--- src/tzbt_pkg.sv ---
// ----------------------------------------------------------------------------
// tzbt_pkg
// Shared types, codes and zone geometry for the touch zone button tracker.
// ----------------------------------------------------------------------------
package tzbt_pkg;

    // Event kinds carried in the opcode field.
    localparam logic [1:0] OP_DOWN   = 2'd0;
    localparam logic [1:0] OP_UP     = 2'd1;
    localparam logic [1:0] OP_MOTION = 2'd2;

    // Number of zones that have geometry, and the width of a zone index.
    localparam int GEO_ZONES = 3;
    localparam int ZONE_W    = 2;

    // Aspect ratio register, unsigned Q3.12.
    localparam int          ASPECT_W     = 15;
    localparam logic [14:0] ASPECT_RESET = 15'd7282;

    // Squared hit radius is a 27-bit Q0.32 value.
    localparam int RSQ_W = 27;

    // Geometry of one zone: centre in Q0.16 and hit radius squared.
    typedef struct packed {
        logic [15:0]      cx;
        logic [15:0]      cy;
        logic [RSQ_W-1:0] rsq;
    } tzbt_geo_t;

    // Request from the sequencer to the hit unit.
    typedef struct packed {
        logic              start;
        logic [ZONE_W-1:0] zone;
    } tzbt_hit_req_t;

    // Answer from the hit unit.
    typedef struct packed {
        logic done;
        logic hit;
    } tzbt_hit_rsp_t;

    // Zone geometry table. Radii are the drawn radii enlarged by 1.35.
    function automatic tzbt_geo_t geo_lookup(input logic [ZONE_W-1:0] zone);
        tzbt_geo_t g;
        case (zone)
            2'd0:    g = '{cx: 16'd60621, cy: 16'd41943, rsq: 27'd70644025};
            2'd1:    g = '{cx: 16'd4915,  cy: 16'd41943, rsq: 27'd70644025};
            2'd2:    g = '{cx: 16'd60621, cy: 16'd21627, rsq: 27'd38353249};
            default: g = '{cx: 16'd0,     cy: 16'd0,     rsq: 27'd0};
        endcase
        return g;
    endfunction

endpackage

--- src/tzbt_hit_unit.sv ---
// ----------------------------------------------------------------------------
// tzbt_hit_unit
// Circle hit test for one zone on a single shared 32x32 multiplier.
// Four steps: dx = |x-cx|*aspect, dx*dx, dy*dy, then the compare.
// ----------------------------------------------------------------------------
module tzbt_hit_unit
    import tzbt_pkg::*;
(
    input  logic                clk,
    input  logic                rst_n,
    input  tzbt_hit_req_t       req,
    input  logic [15:0]         x,
    input  logic [15:0]         y,
    input  logic [ASPECT_W-1:0] aspect,
    output tzbt_hit_rsp_t       rsp
);

    localparam logic [1:0] PH_DX  = 2'd0;
    localparam logic [1:0] PH_DX2 = 2'd1;
    localparam logic [1:0] PH_DY2 = 2'd2;
    localparam logic [1:0] PH_CMP = 2'd3;

    logic        busy_reg, busy_next;
    logic [1:0]  phase_reg, phase_next;
    logic [30:0] dx_reg;
    logic [61:0] dx2_reg;
    logic [31:0] dy2_reg;

    tzbt_geo_t   geo;
    logic [15:0] adx, ady;
    logic [31:0] mul_a, mul_b;
    logic [63:0] prod;
    logic [62:0] lhs, rhs;

    // Geometry and absolute distances for the requested zone.
    always_comb
    begin
        geo = geo_lookup(req.zone);
        adx = (x >= geo.cx) ? (x - geo.cx) : (geo.cx - x);
        ady = (y >= geo.cy) ? (y - geo.cy) : (geo.cy - y);
    end

    // Operand selection for the shared multiplier.
    always_comb
    begin
        mul_a = '0;
        mul_b = '0;
        unique case (phase_reg)
            PH_DX:
            begin
                mul_a = 32'(adx);
                mul_b = 32'(aspect);
            end
            PH_DX2:
            begin
                mul_a = 32'(dx_reg);
                mul_b = 32'(dx_reg);
            end
            PH_DY2:
            begin
                mul_a = 32'(ady);
                mul_b = 32'(ady);
            end
            PH_CMP:
            begin
                mul_a = '0;
                mul_b = '0;
            end
            default:
            begin
                mul_a = '0;
                mul_b = '0;
            end
        endcase
    end

    assign prod = mul_a * mul_b;

    // Final compare in Q.56: dx^2 + (dy^2 << 24) <= r^2 << 24.
    assign lhs = 63'(dx2_reg) + 63'({dy2_reg, 24'd0});
    assign rhs = 63'({geo.rsq, 24'd0});

    assign rsp.done = busy_reg && (phase_reg == PH_CMP);
    assign rsp.hit  = (lhs <= rhs);

    // Step sequencer.
    always_comb
    begin
        busy_next  = busy_reg;
        phase_next = phase_reg;
        if (!busy_reg)
        begin
            if (req.start)
            begin
                busy_next  = 1'b1;
                phase_next = PH_DX;
            end
        end
        else if (phase_reg == PH_CMP)
        begin
            busy_next  = 1'b0;
            phase_next = PH_DX;
        end
        else
        begin
            phase_next = phase_reg + 2'd1;
        end
    end

    always_ff @(posedge clk or negedge rst_n)
    begin
        if (!rst_n)
        begin
            busy_reg  <= 1'b0;
            phase_reg <= PH_DX;
        end
        else
        begin
            busy_reg  <= busy_next;
            phase_reg <= phase_next;
        end
    end

    // Product registers, one per multiplier step.
    always_ff @(posedge clk)
    begin
        if (busy_reg)
        begin
            case (phase_reg)
                PH_DX:   dx_reg  <= prod[30:0];
                PH_DX2:  dx2_reg <= prod[61:0];
                PH_DY2:  dy2_reg <= prod[31:0];
                default: ;
            endcase
        end
    end

endmodule

--- src/touch_zone_button_tracker.sv ---
// ----------------------------------------------------------------------------
// touch_zone_button_tracker
// Tracks which finger holds each circular button zone and reports the
// held flags of the gas, brake and boost zones once per touch event.
// ----------------------------------------------------------------------------
//
//  Channel  | Handshake             | Beat contents
//  ---------+-----------------------+------------------------------------------
//  input    | in_valid / in_ready   | opcode, finger_id, x_pos, y_pos
//  output   | out_valid / out_ready | gas_held, brake_held, boost_held
//  config   | cfg_valid / cfg_ready | aspect_ratio (Q3.12)
//
// A down or motion beat tests Z = min(NUM_ZONES, 3) zones in turn before it
// reaches the output register; each zone costs a start state plus four steps
// of the shared multiplier. Up beats and unused opcodes go straight to finish.
// The input is taken again as soon as the sequencer is idle, even while a
// result still sits in the output register; a stalled output holds the
// sequencer in its finish state. Reset clears all held flags and loads the
// aspect ratio with about 16/9. Config beats are always taken.
//
module touch_zone_button_tracker
    import tzbt_pkg::*;
#(
    parameter int NUM_ZONES = 3
)
(
    input  logic                clk,
    input  logic                rst_n,
    input  logic                in_valid,
    output logic                in_ready,
    input  logic [1:0]          opcode,
    input  logic [31:0]         finger_id,
    input  logic [15:0]         x_pos,
    input  logic [15:0]         y_pos,
    output logic                out_valid,
    input  logic                out_ready,
    output logic                gas_held,
    output logic                brake_held,
    output logic                boost_held,
    input  logic                cfg_valid,
    output logic                cfg_ready,
    input  logic [ASPECT_W-1:0] aspect_ratio
);

    localparam int LAST_ZONE = ((NUM_ZONES < GEO_ZONES) ? NUM_ZONES : GEO_ZONES) - 1;
    localparam int PAD_W     = (NUM_ZONES < GEO_ZONES) ? GEO_ZONES : NUM_ZONES;

    localparam logic [1:0] ST_IDLE   = 2'd0;
    localparam logic [1:0] ST_START  = 2'd1;
    localparam logic [1:0] ST_WAIT   = 2'd2;
    localparam logic [1:0] ST_FINISH = 2'd3;

    logic [1:0]           state_reg, state_next;
    logic [ZONE_W-1:0]    zone_reg, zone_next;
    logic [ASPECT_W-1:0]  aspect_reg;
    logic [NUM_ZONES-1:0] held_reg, held_next;
    logic [31:0]          owner_reg [NUM_ZONES];
    logic [31:0]          fid_reg;
    logic [15:0]          x_reg, y_reg;
    logic                 out_valid_reg, out_valid_next;
    logic [2:0]           flags_reg;

    logic                 in_fire;
    logic                 load_out;
    logic [PAD_W-1:0]     held_pad;
    tzbt_hit_req_t        hit_req;
    tzbt_hit_rsp_t        hit_rsp;

    assign in_ready  = (state_reg == ST_IDLE);
    assign in_fire   = in_valid && in_ready;
    assign cfg_ready = 1'b1;
    assign load_out  = (state_reg == ST_FINISH) && (!out_valid_reg || out_ready);

    assign hit_req.start = (state_reg == ST_START);
    assign hit_req.zone  = zone_reg;

    tzbt_hit_unit u_hit
    (
        .clk    (clk),
        .rst_n  (rst_n),
        .req    (hit_req),
        .x      (x_reg),
        .y      (y_reg),
        .aspect (aspect_reg),
        .rsp    (hit_rsp)
    );

    // Event sequencer: release on known opcodes, test zones on down or motion.
    always_comb
    begin
        state_next = state_reg;
        zone_next  = zone_reg;
        held_next  = held_reg;
        unique case (state_reg)
            ST_IDLE:
            begin
                if (in_fire)
                begin
                    zone_next = '0;
                    if (opcode == OP_DOWN || opcode == OP_UP || opcode == OP_MOTION)
                    begin
                        for (int z = 0; z < NUM_ZONES; z++)
                        begin
                            if (owner_reg[z] == finger_id)
                            begin
                                held_next[z] = 1'b0;
                            end
                        end
                    end
                    if (opcode == OP_DOWN || opcode == OP_MOTION)
                    begin
                        state_next = ST_START;
                    end
                    else
                    begin
                        state_next = ST_FINISH;
                    end
                end
            end
            ST_START:
            begin
                state_next = ST_WAIT;
            end
            ST_WAIT:
            begin
                if (hit_rsp.done)
                begin
                    for (int z = 0; z < NUM_ZONES; z++)
                    begin
                        if (z < GEO_ZONES && zone_reg == ZONE_W'(z) && hit_rsp.hit)
                        begin
                            held_next[z] = 1'b1;
                        end
                    end
                    if (zone_reg == ZONE_W'(LAST_ZONE))
                    begin
                        state_next = ST_FINISH;
                    end
                    else
                    begin
                        zone_next  = zone_reg + 1'b1;
                        state_next = ST_START;
                    end
                end
            end
            ST_FINISH:
            begin
                if (load_out)
                begin
                    state_next = ST_IDLE;
                end
            end
            default:
            begin
                state_next = ST_IDLE;
            end
        endcase
    end

    // Output register valid.
    always_comb
    begin
        out_valid_next = out_valid_reg;
        if (load_out)
        begin
            out_valid_next = 1'b1;
        end
        else if (out_ready)
        begin
            out_valid_next = 1'b0;
        end
    end

    always_ff @(posedge clk or negedge rst_n)
    begin
        if (!rst_n)
        begin
            state_reg     <= ST_IDLE;
            zone_reg      <= '0;
            held_reg      <= '0;
            out_valid_reg <= 1'b0;
            aspect_reg    <= ASPECT_RESET;
        end
        else
        begin
            state_reg     <= state_next;
            zone_reg      <= zone_next;
            held_reg      <= held_next;
            out_valid_reg <= out_valid_next;
            if (cfg_valid && cfg_ready)
            begin
                aspect_reg <= aspect_ratio;
            end
        end
    end

    // Event payload capture.
    always_ff @(posedge clk)
    begin
        if (in_fire)
        begin
            fid_reg <= finger_id;
            x_reg   <= x_pos;
            y_reg   <= y_pos;
        end
    end

    // A hit zone takes the finger of the current event as its owner.
    always_ff @(posedge clk)
    begin
        for (int z = 0; z < NUM_ZONES; z++)
        begin
            if (state_reg == ST_WAIT && hit_rsp.done && hit_rsp.hit &&
                z < GEO_ZONES && zone_reg == ZONE_W'(z))
            begin
                owner_reg[z] <= fid_reg;
            end
        end
    end

    // Result flags; zones that do not exist read as not held.
    assign held_pad = PAD_W'(held_reg);

    always_ff @(posedge clk)
    begin
        if (load_out)
        begin
            flags_reg <= held_pad[2:0];
        end
    end

    assign out_valid  = out_valid_reg;
    assign gas_held   = flags_reg[0];
    assign brake_held = flags_reg[1];
    assign boost_held = flags_reg[2];

endmodule

--- config.mk ---
export PLATFORM = sky130hd
export DESIGN_NAME = touch_zone_button_tracker
export DESIGN_NICKNAME = d
export VERILOG_FILES = /design/src/tzbt_pkg.sv /design/src/tzbt_hit_unit.sv /design/src/touch_zone_button_tracker.sv
export SDC_FILE = /design/constraint.sdc
export NUM_CORES = 2
export LEC_CHECK = 0
export ABC_AREA = 1
export BUFFER_PORTS_ARGS = -buffer_cell sky130_fd_sc_hd__buf_2
export CORE_ASPECT_RATIO = 2
export CORE_MARGIN = 1
export CORE_UTILIZATION = 51
export DETAILED_ROUTE_END_ITERATION = 8
export GPL_TIMING_DRIVEN = 0
export PLACE_DENSITY = 0.68
export SYNTH_ARGS = -nofsm -noshare
export SYNTH_HDL_FRONTEND = slang
export SYNTH_SLANG_ARGS = --single-unit
export TNS_END_PERCENT = 10
--- constraint.sdc ---
create_clock -name clk -period 23.6 [get_ports clk]
set_input_delay 2.36 -clock clk [delete_from_list [all_inputs] [get_ports clk]]
set_output_delay 2.36 -clock clk [all_outputs]
set_load 0.02 [all_outputs]
==> impl_metrics.csv <==
group,metric,value,unit
synth,yosys_most_used_dff,"edfxtp_1",
place,io_buffers,89,
synth,synth-seq-cells,314,
grt,grt_pass1_wl,280000,um
synth,synth-edff-count,288,
timing,worst_pin_slew,1.53,ns
place,hpwl,159000,um
synth,synthTopCellsByArea,"fa_1 (34%), edfxtp_1 (18%), ha_1 (10%)",
worst_setup_path,cp-end-kind,"register",
timing,drv_slew,11,
die,rows,159,
timing,finClkSkew,0.0724,ns
drt,routedWlPerCell,28.8,um
cts,clk_latency,0.70,ns
synth,syn-cell-area,48100,sq um
worst_setup_path,crit_path_max_fanout,14,
cts,clockRootBuffer,"clkbuf_16",
cts,cts_tree,"yes",
worst_setup_path,worstRegToRegCells,44,
run_status,status,"finished with violations",
timing,grt_setup_unrepaired,"no",
worst_setup_path,max_stage_delay,0.84,ns
timing,relSlewSlack,-0.0203,
place,gp_congestion,1.07,
grt,antenna_found_initial,15,
drt,drtPass1Iterations,8,
cts,clock_path_buffers,3,
grt,grt_pass1_vias,42400,
min_path,hold_path.class,"reg -> reg",
cts,cts_buffers,31,
timing,fmax,69.7,MHz
synth,synth_cell_type_count,55,
cells_and_area,final_common_cell,"inv_1",
cts,postCtsSetupRepairBufs,0,
run_status,violations,"max-capacitance violations, max-slew violations",
drt,vias_per_cell,5.82,
synth,synth_async_sr_flop_share,0.0828,
drt,drt-initial-drc-count,3402,
cts,cts_resized,0,
timing,finalCriticalPeriod,14.36,ns
cells_and_area,final_cell_mix,"inv_1 (1,248), nand2_1 (955), fa_1 (817), nor2_1 (687), ha_1 (400)",
cts,htree_levels,1,
worst_setup_path,cp_slowest_cell,"a21oi_2",
timing,finalSetupViolCount,0,
worst_setup_path,worst_ep_arrival_time,14.74,ns
cells_and_area,syn2layout_area_growth,6.58,%
run,max_cap_violations,1,
drt,route.vias.total,40000,
timing,finalHoldViolations,0,
drt,drtAntennaViolNets,0,
die,start_util,0.514,
synth,yosys_warnings,0,
synth,synth_fp_nets,6796,
timing,fin_tns_setup,0,ns
grt,grt.overflow.total,0,
cts,hold_buffers,0,
cells_and_area,largest_reg_flops,96,
synth,netlist.top_cell.by_area,"fa_1",
worst_setup_path,cp.required,23.98,ns
die,dieArea,95700,sq um
cts,clk_pin_slew,0.07,ns
drt,drc,0,
die,pin_count,92,
grt,grt_max_degree,48,
die,die_y,437,um
cells_and_area,drive_above_1_share,0.0579,
cts,clock_sinks,314,
cells_and_area,layout.nets,6924,
timing,post-route-period-util,0.608,
min_path,min_path_cells,0,
worst_setup_path,crit_type,"reg -> reg",
grt,grt_use_total,0.424,
synth,synth_top_area_share,0.340,
drt,totalWireLength,198000,um
synth,synth-seq-area-share,0.193,
die,core,93700,sq um
synth,postSynthCellCount,5493,
worst_setup_path,crit_path_start_kind,"register",
die,die_x,219,um
synth,avgSynthCellArea,8.76,sq um
-- stage by stage --
step	util	hold WS, ns	cells	worst slack (ns)	area, sq um
final	0.548	0.433	6863	9.24	51300
after global routing	0.547	0.452	6852	9.14	51300
after CTS	0.547	0.452	6850	9.95	51300
after detailed placement	0.536	0.436	6795	9.98	50300
after global placement	0.535	0.431	6789	9.26	50100
after floorplan	-	0.425	5493	13.95	48100
-- cell type report --
cell class	instances	area [sq um]
Clock buffer	34	787
Tap cell	1207	1510
Antenna cell	13	32.5
Inverter	1278	4800
Multi-Input combinational cell	3758	33400
Fill cell	8953	42400
Buffer	143	714
Sequential cell	314	9310
Clock inverter	21	225
Timing Repair Buffer	95	566
-- worst max-delay path, delay by kind of cell, from the launching register on --
| family | cells | cell delay, ns |
|---|---|---|
| compound gates | 9 | 3.29 |
| xor+xnor | 1 | 0.16 |
| fa+ha+maj | 11 | 5.67 |
| buf+inv | 9 | 2.35 |
| flops | 1 | 0.62 |
| simple gates | 14 | 1.90 |
-- path summary, 6_finish.rpt --
check                                        start  slack, ns                     endpoint
max                        zone_reg[0]$_DFFE_PN0P_       9.24  u_hit.dx2_reg[52]$_DFFE_PP_
min                          fid_reg[25]$_DFFE_PP_       0.43   owner_reg[0][89]$_DFFE_PP_
max reg2reg                zone_reg[0]$_DFFE_PN0P_       9.24  u_hit.dx2_reg[52]$_DFFE_PP_
min reg2reg                  fid_reg[25]$_DFFE_PP_       0.43   owner_reg[0][89]$_DFFE_PP_
max in group asynchronous                    rst_n      21.30      held_pad[1]$_DFFE_PN0P_
min in group asynchronous                    rst_n       1.76    aspect_reg[9]$_DFFE_PN0P_
-- layer usage --
| metal | track usage | part of all wire |
|---|---|---|
| met3 | 0.122 | 0.083 |
| met4 | 0.451 | 0.14 |
| met1 | 0.379 | 0.28 |
| met2 | 0.726 | 0.50 |
| met5 | 0 | 0.00048 |
-- Yosys cell counts, drive strengths merged, types with 12 or more instances --
master	count
a21o	31
a21oi	202
a31oi	32
buf	77
clkbuf	66
dfrtp	19
edfxtp	288
fa	817
ha	400
inv	1270
mux2	12
nand2	971
nand3	110
nand4	35
nor2	692
nor3	31
o21ai	126
o21bai	17
or2	22
xnor2	110
xor2	66
-- cells by family after synthesis --
kind of cell | Yosys count | synth area share
xor+xnor | 176 | 0.0320
compound gates | 466 | 0.0572
flops | 314 | 0.193
other cells | 1 | 0.0000779
mux | 12 | 0.00281
fa+ha+maj | 1217 | 0.444
simple gates | 1886 | 0.157
buf+inv | 1421 | 0.114
Power is not shown: default switching activity piles up to over one toggle a cycle in this logic, so the estimate is an artifact.
